[src/hw/rtl/lru_page_replacement_defines.svh]
// Assertion macros shared by the LRU page replacement RTL.
`ifndef LRU_PAGE_REPLACEMENT_DEFINES_SVH
`define LRU_PAGE_REPLACEMENT_DEFINES_SVH

// Same-cycle implication, checked on every rising edge outside reset.
`define LRUPR_ASSERT_NOW(lbl, ante, cons, msg) \
  lbl: assert property (@(posedge clk) disable iff (!rst_n) (ante) |-> (cons)) \
    else $error(msg);

// Next-cycle implication, checked on every rising edge outside reset.
`define LRUPR_ASSERT_NEXT(lbl, ante, cons, msg) \
  lbl: assert property (@(posedge clk) disable iff (!rst_n) (ante) |=> (cons)) \
    else $error(msg);

`endif

[src/hw/rtl/lrupr_pkg.sv]
// Package with shared constants and types for the LRU page replacement block.
package lrupr_pkg;

  localparam int CNT_W         = 4;
  localparam int FRAMES_DEF    = 8;
  localparam int PAGE_BITS_DEF = 16;

  localparam logic [CNT_W-1:0] FRAME_CNT_RST = CNT_W'(8);

  typedef struct packed {
    logic cfg_wr;
    logic capture;
    logic lookup;
    logic update;
  } cmd_t;

endpackage

[src/hw/rtl/lrupr_ctrl.sv]
// Controller state machine for the LRU page replacement block.
module lrupr_ctrl (
  input  logic             clk,
  input  logic             rst_n,
  input  logic             in_valid,
  output logic             in_stall,
  output logic             out_valid,
  input  logic             out_stall,
  input  logic             cfg_valid,
  output logic             cfg_ready,
  output lrupr_pkg::cmd_t  cmd
);
  import lrupr_pkg::*;

  localparam logic [1:0] ST_IDLE   = 2'd0;
  localparam logic [1:0] ST_LOOKUP = 2'd1;
  localparam logic [1:0] ST_UPDATE = 2'd2;

  logic [1:0] state_r, state_nxt;
  logic       out_valid_r, out_valid_nxt;
  logic       in_acc;
  logic       out_free;

  // A pending register write goes first, so a reference never starts in the
  // same cycle as a write to the frame count.
  assign in_stall  = (state_r != ST_IDLE) || cfg_valid;
  assign cfg_ready = (state_r == ST_IDLE);
  assign out_valid = out_valid_r;
  assign in_acc    = in_valid && !in_stall;
  assign out_free  = !out_valid_r || !out_stall;

  always_comb begin
    state_nxt     = state_r;
    out_valid_nxt = out_valid_r && out_stall;
    cmd           = '0;
    cmd.cfg_wr    = cfg_valid && cfg_ready;
    case (state_r)
      ST_IDLE: begin
        if (in_acc) begin
          cmd.capture = 1'b1;
          state_nxt   = ST_LOOKUP;
        end
      end
      ST_LOOKUP: begin
        cmd.lookup = 1'b1;
        state_nxt  = ST_UPDATE;
      end
      ST_UPDATE: begin
        // The result register must be free before the stack is committed.
        if (out_free) begin
          cmd.update    = 1'b1;
          out_valid_nxt = 1'b1;
          state_nxt     = ST_IDLE;
        end
      end
      default: begin
        state_nxt = ST_IDLE;
      end
    endcase
  end

  always_ff @(posedge clk) begin
    if (!rst_n) begin
      state_r     <= ST_IDLE;
      out_valid_r <= 1'b0;
    end else begin
      state_r     <= state_nxt;
      out_valid_r <= out_valid_nxt;
    end
  end

endmodule

[src/hw/rtl/lrupr_dp.sv]
// Datapath of the LRU page replacement block: recency stack, lookup and results.
module lrupr_dp #(
  parameter int FRAMES    = lrupr_pkg::FRAMES_DEF,
  parameter int PAGE_BITS = lrupr_pkg::PAGE_BITS_DEF
) (
  input  logic                        clk,
  input  logic                        rst_n,
  input  lrupr_pkg::cmd_t             cmd,
  input  logic [PAGE_BITS-1:0]        in_page,
  input  logic [lrupr_pkg::CNT_W-1:0] cfg_frame_count,
  output logic                        out_hit,
  output logic                        out_evicted,
  output logic [PAGE_BITS-1:0]        out_victim_page,
  output logic [lrupr_pkg::CNT_W-1:0] out_frames_used
);
  import lrupr_pkg::*;

  localparam int CNT_MAX = (1 << CNT_W) - 1;
  localparam int LIM_MAX = (FRAMES < CNT_MAX) ? FRAMES : CNT_MAX;

  logic [PAGE_BITS-1:0] stack_r   [FRAMES];
  logic [PAGE_BITS-1:0] stack_nxt [FRAMES];

  logic [CNT_W-1:0]     frame_cnt_r;
  logic [CNT_W-1:0]     cnt_r;
  logic [PAGE_BITS-1:0] page_r;

  // Lookup results held between the lookup and update steps.
  logic                 hit_r, grow_r, evict_r;
  logic [CNT_W-1:0]     pos_r;
  logic [PAGE_BITS-1:0] victim_r;

  logic [CNT_W-1:0]     lim_c;
  logic                 hit_c, grow_c;
  logic [CNT_W-1:0]     hit_pos_c, pos_c;
  logic [PAGE_BITS-1:0] victim_c;

  logic                 out_hit_r, out_evicted_r;
  logic [PAGE_BITS-1:0] out_victim_r;
  logic [CNT_W-1:0]     out_used_r;

  always_comb begin
    if (frame_cnt_r == '0) begin
      lim_c = CNT_W'(1);
    end else if (int'(frame_cnt_r) > LIM_MAX) begin
      lim_c = CNT_W'(LIM_MAX);
    end else begin
      lim_c = frame_cnt_r;
    end
  end

  // Parallel compare over the valid entries; the lowest matching slot wins.
  always_comb begin
    hit_c     = 1'b0;
    hit_pos_c = '0;
    victim_c  = '0;
    for (int i = FRAMES - 1; i >= 0; i--) begin
      if (i < int'(cnt_r) && stack_r[i] == page_r) begin
        hit_c     = 1'b1;
        hit_pos_c = CNT_W'(i);
      end
      if (i == int'(cnt_r) - 1) begin
        victim_c = stack_r[i];
      end
    end
    grow_c = !hit_c && (cnt_r < lim_c);
    if (hit_c) begin
      pos_c = hit_pos_c;
    end else if (grow_c) begin
      pos_c = cnt_r;
    end else begin
      pos_c = cnt_r - CNT_W'(1);
    end
  end

  always_comb begin
    for (int i = 0; i < FRAMES; i++) begin
      stack_nxt[i] = stack_r[i];
      if (i == 0) begin
        stack_nxt[i] = page_r;
      end else if (i <= int'(pos_r)) begin
        stack_nxt[i] = stack_r[i-1];
      end
    end
  end

  always_ff @(posedge clk) begin
    if (cmd.capture) begin
      page_r <= in_page;
    end
    if (cmd.lookup) begin
      hit_r    <= hit_c;
      grow_r   <= grow_c;
      evict_r  <= !hit_c && !grow_c;
      pos_r    <= pos_c;
      victim_r <= (!hit_c && !grow_c) ? victim_c : '0;
    end
    if (cmd.update) begin
      for (int i = 0; i < FRAMES; i++) begin
        stack_r[i] <= stack_nxt[i];
      end
      out_hit_r     <= hit_r;
      out_evicted_r <= evict_r;
      out_victim_r  <= victim_r;
      out_used_r    <= cnt_r + CNT_W'(grow_r);
    end
  end

  always_ff @(posedge clk) begin
    if (!rst_n) begin
      frame_cnt_r <= FRAME_CNT_RST;
      cnt_r       <= '0;
    end else begin
      if (cmd.cfg_wr) begin
        frame_cnt_r <= cfg_frame_count;
      end
      if (cmd.update) begin
        cnt_r <= cnt_r + CNT_W'(grow_r);
      end
    end
  end

  assign out_hit         = out_hit_r;
  assign out_evicted     = out_evicted_r;
  assign out_victim_page = out_victim_r;
  assign out_frames_used = out_used_r;

endmodule

[src/hw/rtl/lru_page_replacement.sv]
// Top level of the LRU page replacement block: controller plus datapath.
// A result is registered after its page reference passes the capture, lookup and
// update steps of the controller; a new reference is taken only once the last
// one has left the update step, and a stalled result holds the update step.
// Reset (synchronous, active low) empties the recency stack, sets the frame
// count register to 8 and clears all handshake state.
`include "lru_page_replacement_defines.svh"

module lru_page_replacement #(
  parameter int FRAMES    = lrupr_pkg::FRAMES_DEF,
  parameter int PAGE_BITS = lrupr_pkg::PAGE_BITS_DEF
) (
  input  logic                        clk,
  input  logic                        rst_n,
  // Page reference transactions.
  input  logic                        in_valid,
  output logic                        in_stall,
  input  logic [PAGE_BITS-1:0]        in_page,
  // Result transactions, one for every reference.
  output logic                        out_valid,
  input  logic                        out_stall,
  output logic                        out_hit,
  output logic                        out_evicted,
  output logic [PAGE_BITS-1:0]        out_victim_page,
  output logic [lrupr_pkg::CNT_W-1:0] out_frames_used,
  // Frame count register write transactions.
  input  logic                        cfg_valid,
  output logic                        cfg_ready,
  input  logic [lrupr_pkg::CNT_W-1:0] cfg_frame_count
);
  import lrupr_pkg::*;

  cmd_t cmd;

  // The controller sequences each reference through capture, lookup and
  // update, and owns the valid flag of the result register. Configuration
  // writes are taken only while no reference is in flight.
  lrupr_ctrl u_ctrl (
    .clk       (clk),
    .rst_n     (rst_n),
    .in_valid  (in_valid),
    .in_stall  (in_stall),
    .out_valid (out_valid),
    .out_stall (out_stall),
    .cfg_valid (cfg_valid),
    .cfg_ready (cfg_ready),
    .cmd       (cmd)
  );

  // The datapath holds the recency stack, most recent page in slot zero.
  // The lookup step compares the page against every valid slot at once and
  // decides between hit, push into a free frame and eviction of the least
  // recent page; the update step shifts the stack and loads the results.
  lrupr_dp #(
    .FRAMES    (FRAMES),
    .PAGE_BITS (PAGE_BITS)
  ) u_dp (
    .clk             (clk),
    .rst_n           (rst_n),
    .cmd             (cmd),
    .in_page         (in_page),
    .cfg_frame_count (cfg_frame_count),
    .out_hit         (out_hit),
    .out_evicted     (out_evicted),
    .out_victim_page (out_victim_page),
    .out_frames_used (out_frames_used)
  );

  // A hit never evicts, and a victim is reported only on an eviction.
  `LRUPR_ASSERT_NOW(a_hit_no_evict, out_valid && out_hit, !out_evicted, "hit with eviction")
  `LRUPR_ASSERT_NOW(a_victim_zero, out_valid && !out_evicted, out_victim_page == '0, "stray victim")
  // After any reference at least one page is resident.
  `LRUPR_ASSERT_NOW(a_used_nonzero, out_valid, out_frames_used != '0, "empty after reference")
  // An accepted reference keeps the input side busy in the next cycle.
  `LRUPR_ASSERT_NEXT(a_busy_after_accept, in_valid && !in_stall, in_stall, "no busy after accept")

endmodule
[config.mk]
export PLATFORM = sky130hd
export DESIGN_NAME = lru_page_replacement
export DESIGN_NICKNAME = d
export VERILOG_FILES = /design/src/hw/rtl/lrupr_pkg.sv /design/src/hw/rtl/lrupr_ctrl.sv /design/src/hw/rtl/lrupr_dp.sv /design/src/hw/rtl/lru_page_replacement.sv
export VERILOG_INCLUDE_DIRS = /design/src /design/src/hw/rtl
export SDC_FILE = /design/constraint.sdc
export NUM_CORES = 1
export LEC_CHECK = 0
export ABC_AREA = 1
export BUFFER_PORTS_ARGS = -buffer_cell sky130_fd_sc_hd__buf_2
export CORE_MARGIN = 2
export CORE_UTILIZATION = 50
export DETAILED_ROUTE_END_ITERATION = 8
export GPL_TIMING_DRIVEN = 0
export PLACE_DENSITY = 0.68
export SKIP_LAST_GASP = 1
export SLEW_MARGIN = 20
export SYNTH_ARGS = -nofsm -noshare
export SYNTH_HDL_FRONTEND = slang
export SYNTH_SLANG_ARGS = --single-unit
[constraint.sdc]
create_clock -name clk -period 7.3 [get_ports clk]
set_clock_uncertainty 0.05 [all_clocks]
set_input_delay 0 -clock clk [delete_from_list [all_inputs] [get_ports clk]]
set_output_delay 0 -clock clk [all_outputs]
set_load 0.01 [all_outputs]
Yosys cells after proc, flatten, opt, wreduce, memory -nomap -nowiden
Memory sizes are Yosys's and may differ from the RTL's.
Index checks and enable logic that the tools add are counted.
{ "classes": {"shifts": 0, "eq_ne": 19, "n_mul": 0, "div": 0, "muxes": 47, "add_sub_neg": 3, "n_bitwise": 0, "magnitude_cmp": 17, "n_reduce_logical": 25} }
{ "ops": {"columns": ["cell", "count"], "rows": [
  ["16-bit two-way mux", 15],
  ["16-bit == test", 8],
  ["4-bit by 32-bit == test with 1-bit output (first input constant)", 4],
  ["3-bit by 32-bit == test with 1-bit output (first input constant)", 2],
  ["2-bit by 32-bit == test with 1-bit output (first input constant)", 1],
  ["32-bit logical NOT", 1],
  ["3-bit two-way mux", 8],
  ["1-bit two-way mux", 17],
  ["3-bit by 4-bit <= comparator with 1-bit output (first input constant)", 4],
  ["3-bit by 4-bit < comparator with 1-bit output (first input constant)", 4],
  ["4-bit two-way mux", 4],
  ["1-bit logical AND", 13],
  ["2-bit by 4-bit <= comparator with 1-bit output (first input constant)", 2],
  ["1-bit by 4-bit < comparator with 1-bit output (first input constant)", 2],
  ["2-bit by 4-bit < comparator with 1-bit output (first input constant)", 2],
  ["2-bit one-hot mux with 3 select lines", 1],
  ["1-bit logical NOT", 5],
  ["4-bit by 1-bit subtractor with 5-bit output (second input constant)", 1],
  ["4-bit by 1-bit adder with 4-bit output", 1],
  ["4-bit greater-than comparator (second input constant)", 1],
  ["1-bit by 4-bit <= comparator with 1-bit output (first input constant)", 1],
  ["4-bit logical NOT", 1],
  ["4-bit < comparator", 1],
  ["2-bit two-way mux", 2],
  ["9 further kinds", 10]
]} }
{ "totals": {"latchBits": 0, "romBits": 0, "memories": 1, "regBits": 72, "ram_bits": 128} }
{ "mem_list": {"columns": ["name", "words", "word_bits", "read_ports", "rd_clocked_by_memory_dff", "write_ports", "line", "rtl"], "rows": [
  ["u_dp.stack_r", 8, 16, 8, 0, 8, "lrupr_dp.sv:21", "logic [PAGE_BITS-1:0] stack_r [FRAMES];"]
]} }

Longest topological paths before layout
Gate-level depths: netlist (run 1).
An unclocked memory read counts as a cell.
{ "depth": {"depth_word": 15, "depth_mapped": 17} }

By module
A second synthesis (run 1) with hierarchy kept.
{ "hier_totals": {"hier_cells": 1374, "area_unflattened_um2": 11333.4} }
{ "modules_own_cells": {"columns": ["module", "area_per_inst_um2", "cells_each", "instances"], "rows": [
  ["lrupr_dp", 11170.7, 1349, 1],
  ["lrupr_ctrl", 162.7, 25, 1]
]} }

Least setup slack after synthesis (run 1)
Ideal clock, no wire load.
{ "synth_path": {"path_kind": "reg-to-reg", "startpoint": "reg u_ctrl.state_r[1]", "endpoint": "mem u_dp.stack_r[7][0] (netlist bit) (enable)", "arrival_ns": 4.845, "path_slack_ns": 2.032, "n_path_buf": 0, "path_stages_with_launch": 10, "cell_sequence": "dfxtp_1 inv_1 nor2_1 inv_1 nor2_1 inv_1 nor2_1 inv_1 a21oi_1 o21a_1"} }
{ "synth_lines": {"columns": ["element", "line", "rtl"], "rows": [
  ["start, declared", "lrupr_ctrl.sv:19", "logic [1:0] state_r, state_nxt;"],
  ["start signal, assigned", "lrupr_ctrl.sv:67", "state_r <= state_nxt;"],
  ["end, declared", "lrupr_dp.sv:21", null]
]} }

==> results of run 1 <==
[how the worst max path moves through the flow]
stage / from / end / slack, ps
2_1_floorplan: u_ctrl.state_r[1]$_SDFFE_PN0P_ / u_dp.stack_r[7][0]$_DFFE_PP_ / 2030
3_3_place_gp: u_ctrl.state_r[1]$_SDFFE_PN0P_ / u_dp.stack_r[7][0]$_DFFE_PP_ / -670
3_5_place_dp: u_ctrl.state_r[1]$_SDFFE_PN0P_ / u_dp.stack_r[7][0]$_DFFE_PP_ / 3490
4_1_cts: u_ctrl.state_r[1]$_SDFFE_PN0P_ / u_dp.stack_r[7][13]$_DFFE_PP_ / 3480
5_1_grt: u_ctrl.state_r[1]$_SDFFE_PN0P_ / u_dp.stack_r[7][9]$_DFFE_PP_ / 3310
6_report: u_ctrl.state_r[1]$_SDFFE_PN0P_ / u_dp.stack_r[7][9]$_DFFE_PP_ / 3550
[cell type report]
class / count / area (um2)
buffer: 38 / 248
clock buffer: 18 / 429
clock inverter: 14 / 178
fill: 1623 / 7890
inverter: 97 / 369
multi-input combinational: 655 / 3450
sequential: 200 / 5900
tap: 265 / 332
timing repair buffer: 89 / 671
[metrics by stage]
stage / hold slack, ps / setup WS, ps
5_1_grt: 65.9 / 3310
6_report: 47.2 / 3550
2_1_floorplan: 48.6 / 2030
4_1_cts: 23.4 / 3480
3_3_place_gp: 127 / -668
3_5_place_dp: 129 / 3490
[kinds of logic after synthesis]
logic type | count (synthesis)
xor+xnor | 64
flops | 200
compound gates | 126
simple gates | 454
fa+ha+maj | 11
buf+inv | 135
[power by group through the flow]
stage | Combinational (mW) | Clock (mW) | Sequential, mW
2_1_floorplan | 0.102 | 0 | 1.31
6_report | 0.168 | 0.988 | 1.29
5_1_grt | 0.184 | 1.04 | 1.29
3_3_place_gp | 0.143 | 0 | 1.32
4_1_cts | 0.166 | 0.993 | 1.29
3_5_place_dp | 0.151 | 0 | 1.32
[routing by layer]
metal | part of all wire (%) | vias up
met5 | 0 | -
met4 | 2.3 | 0
met3 | 6.6 | 44
met2 | 48 | 295
met1 | 43 | 3536
li1 | - | 3585
[sequential cells by signal (all words and copies together) (netlist names)]
name                  count
u_dp.out_evicted          1
u_dp.stack_r            128
u_dp.out_victim_page     16
u_dp.pos_r                4
u_dp.victim_r            16
u_ctrl.state_r            2
u_ctrl.out_valid          1
u_dp.out_frames_used      4
u_dp.grow_r               1
u_dp.frame_cnt_r          4
u_dp.out_hit              1
u_dp.cnt_r                4
u_dp.evict_r              1
u_dp.page_r              16
u_dp.hit_r                1
[layout by cell type (no fill, tap or decap), types with 33 or more instances in the layout]
cell,count
nand2_1,224
edfxtp_1,189
nor2_1,86
inv_1,85
buf_2,67
nand3_1,66
a21oi_1,61
nand4_1,36
xor2_1,36
dlygate4sd3_1,33
[worst reg2reg max path, cell delays in order, from the launching register on]
cell,delay (ps)
dfxtp_1,330
inv_1,50
nor2_1,130
inv_1,110
nor2_4,400
inv_1,150
nor2_2,450
inv_1,240
a21oi_4,630
o21a_1,810
==> flow_metrics.py, run 1 <==
metrics = {
    "cts": {
        "cts_root_buffer": "clkbuf_16",
        "cts_resized": 0,
        "htreeDepth": 4,
        "cts_buffers": 17,
        "cts_sinks": 200,
        "ctsHoldBuffers": 33,
        "cts_tree": "done",
        "clock_latency_ps": 440,
        "clkSlewWorstSetupHoldPaths_ps": 80,
        "postCtsSetupRepairBufs": 0,
        "cts_buffer_depth": 2,
    },
    "route": {
        "viasPerCell": 5.42,
        "wl_um": 25400,
        "firstDrtPassIters": 5,
        "ant_nets": 0,
        "drc_errors": 0,
        "wire_per_inst_um": 18.5,
        "vias": 7460,
        "drt_iter0_markers": 763,
    },
    "worst_setup_path": {
        "r2r_cells": 9,
        "path_buf_inv": 4,
        "end_kind": "flip-flop",
        "cp_top_family": "compound AO/OA/AOI/OAI gates",
        "slowest_stage": "o21a_1",
        "cp_max_fo": 17,
        "crit_required_ps": 7320,
        "cpMostUsedCell": "inv_1",
        "cp.depth": 9,
        "cpPeakStageDelay_ps": 810,
        "r2r_end": "u_dp.stack_r[7][9]$_DFFE_PP_",
        "worst-setup-path-type": "reg2reg",
        "path_cells": "inv_1, nor2_1, inv_1, nor2_4, inv_1, nor2_2, inv_1, a21oi_4, o21a_1",
        "cp-start-kind": "flip-flop",
        "r2r_slack_ps": 3550,
        "cp.arrival_ps": 3770,
        "rr_startpoint": "u_ctrl.state_r[1]$_SDFFE_PN0P_",
    },
    "power_and_ir_drop": {
        "p_int_mw": 1.86,
        "powerDensity_mw_per_mm2": 211,
        "seqPwrFrac_pct": 52.8,
        "p_total_mw": 2.45,
        "peakVddDrop_mv": 0.148,
        "switchingPower_mw": 0.586,
        "leakage_nw": 4.43,
        "swShare_pct": 24.0,
        "p_comb_share_pct": 6.9,
        "pwr-share-clk_pct": 40.4,
    },
    "finish": {
        "num_antenna_cells": 0,
        "drive_gt1_share_pct": 14.5,
        "areaGrowthSynthToFinish_pct": 16.8,
        "finalInstanceArea_mm2": 0.0116,
        "final_core_util_pct": 59.5,
        "final_cells": 1376,
        "layout.nets": 1134,
    },
    "timing": {
        "final-max-slew-violation-count": 0,
        "finalSetupViolCount": 0,
        "fin_crit_sh_pct": 51.4,
        "fmax_ghz": 0.267,
        "hold_viol": 0,
        "tightest_slew_ps": 903,
        "slew_headroom_pct": 39.7,
        "rsz0062_at_grt": "no",
        "setup_tns_ps": 0,
        "finalCriticalPeriod_ps": 3750,
    },
    "synth": {
        "yosysTopAreaCell": "edfxtp_1",
        "synth.distinct_cells": 40,
        "postSynthAreaPerCell_um2": 10.0,
        "synth_compound_area_share_pct": 6.74,
        "yosys.area_share.simple_pct": 20.5,
        "synth.most_common_cell": "nand2_1",
        "netlist_area_mm2": 0.00991,
        "synth_top_cell_area_share_pct": 57.3,
        "ys_warn_count": 0,
        "synth_top_family_by_area": "simple AND/OR/NAND/NOR gates",
        "synthMuxAreaShare_pct": 0,
        "synth-seq-area-share_pct": 59.5,
        "synthCells": 990,
        "synthAdderAreaFrac_pct": 1.39,
        "synth_area_leaders": "edfxtp_1 57%, nand2_1 8.5%, nor2_1 3.4%",
        "synth-xor-area-share_pct": 5.65,
        "ys_seq_elements": 200,
        "synthFlopType": "edfxtp_1",
        "yosys-top-cells-count": "224 x nand2_1, 189 x edfxtp_1, 89 x nor2_1, 85 x inv_1, 66 x nand3_1",
        "synthArstFlopShare_pct": 0,
        "synth_edf_count": 189,
        "syn_nets": 1026,
    },
    "placement": {
        "dpl_cell_area_mm2": 0.0106,
        "place_congestion": 0.947,
        "place_inst": 1311,
        "hpwl_um": 18600,
        "io_buffers": 49,
    },
    "floorplanning": {
        "fp.dieW_um": 145,
        "fp-row-count": 51,
        "io_pins": 50,
        "start_util_pct": 50.9,
        "die_h_um": 145,
        "coreArea_mm2": 0.0195,
        "die_area_mm2": 0.0210,
    },
    "worst_hold_path": {
        "hp-class": "in2reg",
        "worst_hold_path.num_cells": 4,
        "hp-start": "cfg_valid",
        "min_to": "u_dp.page_r[15]$_DFFE_PP_",
    },
    "grt": {
        "grt_usage_pct": 25.0,
        "grt_pass1_vias": 7083,
        "grt_busiest_layer": "met2",
        "grt_first_pass_wirelength_um": 39000,
        "use_met3_pct": 4.18,
        "grt_util_met2_pct": 41.7,
        "antenna_found_initial": 0,
        "grt_max_degree": 27,
        "use_met1_pct": 33.7,
        "overflow": 0,
    },
    "status": {
        "status": "completed",
    },
    "job": {
        "drv_cap": 0,
    },
}
No activity file was read; power rests on OpenSTA's default activity.
==> run 2, diff against run 1 <==
Clock period 7.3 ns to 3.9 ns, I/O delays scaled along.
==> run 2 against run 1 <==
Cell count about the same. Critical path depth unchanged. Non-clock buffer count unchanged. Cell area down 0.37%. Hold slack better by 40 ps. Combinational power up 89%. Sequential share of layout area up 0.19 points. Clock power up 75%. Global-route usage up 0.52 points. Die area unchanged. Clock-buffer cell count up 1.
==> flow_metrics.py, run 2 (same netlist as run 1, synthesis figures left out) <==
metrics = {
    "placement": {
        "hpwl_um": 18700,
        "place_congestion": 0.933,
        "place_ws_ps": -578,
        "io_buffers": 49,
        "dpl_cell_area_mm2": 0.0106,
    },
    "power_and_ir_drop": {
        "peakVddDrop_mv": 0.285,
        "pwr-share-clk_pct": 38.7,
        "switchingPower_mw": 1.08,
        "leakage_nw": 4.42,
        "p_comb_share_pct": 7.1,
        "swShare_pct": 24.3,
        "p_int_mw": 3.38,
        "p_total_mw": 4.46,
        "seqPwrFrac_pct": 54.1,
        "powerDensity_mw_per_mm2": 387,
    },
    "finish": {
        "largest_reg_flops": 128,
        "drive_gt1_share_pct": 14.7,
        "areaGrowthSynthToFinish_pct": 16.3,
        "layout_commonest_cell": "nand2_1",
        "final_cell_mix": "224 x nand2_1, 189 x edfxtp_1, 86 x nor2_1",
        "top_register": "u_dp.stack_r",
        "num_antenna_cells": 0,
        "finalInstanceArea_mm2": 0.0115,
        "layout.nets": 1135,
        "final_core_util_pct": 59.3,
    },
    "route": {
        "ant_nets": 0,
        "viasPerCell": 5.47,
        "wl_um": 26200,
        "drc_errors": 0,
        "wire_per_inst_um": 19.0,
        "firstDrtPassIters": 5,
        "vias": 7537,
        "drt_iter0_markers": 754,
    },
    "worst_setup_path": {
        "worst-setup-path-type": "reg2reg",
        "cp_max_fo": 20,
        "cp-start-kind": "flip-flop",
        "end_kind": "flip-flop",
        "cp.arrival_ps": 3470,
        "crit_required_ps": 4000,
    },
    "cts": {
        "cts_buffer_depth": 2,
        "cts_buffers": 17,
        "cts_sinks": 200,
        "cts_root_buffer": "clkbuf_16",
        "clock_latency_ps": 440,
        "clkSlewWorstSetupHoldPaths_ps": 80,
        "cts_tree": "done",
        "htreeDepth": 4,
    },
    "job": {
        "drv_cap": 0,
    },
    "timing": {
        "rsz0062_at_grt": "no",
        "tightest_slew_ps": 892,
        "fmax_ghz": 0.297,
        "fin_crit_sh_pct": 86.3,
        "finalCriticalPeriod_ps": 3370,
        "hold_viol": 0,
        "finalSetupViolCount": 0,
        "final-max-slew-violation-count": 0,
        "setup_tns_ps": 0,
        "worst_slack_ps": 534,
        "slew_headroom_pct": 40.5,
    },
    "grt": {
        "antenna_found_initial": 0,
        "overflow": 0,
        "grt_usage_pct": 25.5,
        "grt_pass1_vias": 7112,
        "grt_max_degree": 24,
        "grt_first_pass_wirelength_um": 39500,
    },
    "floorplanning": {
        "die_area_mm2": 0.0210,
        "coreArea_mm2": 0.0195,
        "fp.dieW_um": 145,
        "fp-row-count": 51,
        "die_h_um": 145,
        "start_util_pct": 50.9,
        "io_pins": 50,
    },
    "status": {
        "status": "completed",
    },
    "worst_hold_path": {
        "hp-class": "in2reg",
    },
}
[run 2: cell types whose count changed in the layout (fill, tap and decap cells not counted), sizes merged]
cell and change:
bufinv -2, clkinv +2, clkinvlp -1, clkbuf +1, nor2 +1
[run 2: layout make-up]
| type | instances | area, um2 |
|---|---|---|
| buffer | 38 | 248 |
| clock buffer | 19 | 454 |
| clock inverter | 13 | 110 |
| fill | 1610 | 7930 |
| inverter | 97 | 369 |
| multi-input combinational | 656 | 3470 |
| sequential | 200 | 5900 |
| tap | 265 | 332 |
| timing repair buffer | 89 | 658 |
[run 2: path summary, 6_finish.rpt]
check / slack, ps / cells past startpoint / to / startpoint
worst max-delay path: 530 / 9 / u_dp.stack_r[5][0]$_DFFE_PP_ / u_ctrl.state_r[1]$_SDFFE_PN0P_
worst min-delay path: 90 / 4 / u_dp.page_r[14]$_DFFE_PP_ / cfg_valid
worst max register to register: 530 / 9 / u_dp.stack_r[5][0]$_DFFE_PP_ / u_ctrl.state_r[1]$_SDFFE_PN0P_
worst min register to register: 370 / 0 / u_dp.out_victim_page[7]$_DFFE_PP_ / u_dp.victim_r[7]$_SDFFCE_PN0N_
[run 2: per-stage QoR]
stage	cells	hold WS, ps
floorplan	990	48.6
global placement	1304	127
detailed placement	1310	128
CTS	1376	43.3
global route	1377	106
finish	1377	87.2
[run 2: layer usage]
layer,vias up,global-route usage [%],part of all wire (%),wire [um]
met2,292,42.4,48,12700
met4,0,8.07,2.2,585
met3,41,4.01,6.1,1600
met5,-,0,0,0
li1,3584,-,-,-
met1,3620,34.5,43,11300
[run 2: critical path, stage by stage, from the launching register on]
cell	delay (ps)
dfxtp_1	360
inv_1	70
nor2_1	130
inv_1	160
nor2_4	590
inv_1	180
nor2_2	450
inv_1	250
a31oi_2	580
buf_6	250
[run 2: power groups by stage]
| stage | clock network, mW | logic [mW] | registers, mW |
|---|---|---|---|
| 2_1_floorplan | 0 | 0.192 | 2.45 |
| 3_3_place_gp | 0 | 0.269 | 2.46 |
| 3_5_place_dp | 0 | 0.282 | 2.46 |
| 4_1_cts | 1.74 | 0.312 | 2.42 |
| 5_1_grt | 1.81 | 0.346 | 2.42 |
| 6_report | 1.73 | 0.317 | 2.42 |
[run 2: what timing repair did]
item / 4_1_cts / 5_1_grt
gates cloned: 1 / 0
gates resized for setup: 1 / 0
hold buffers: 33 / 0
endpoints found under the hold margin: 33 / 0
buffers inserted: 0 / 1
pin swaps: 1 / 0
setup endpoints to repair: 16 / 16
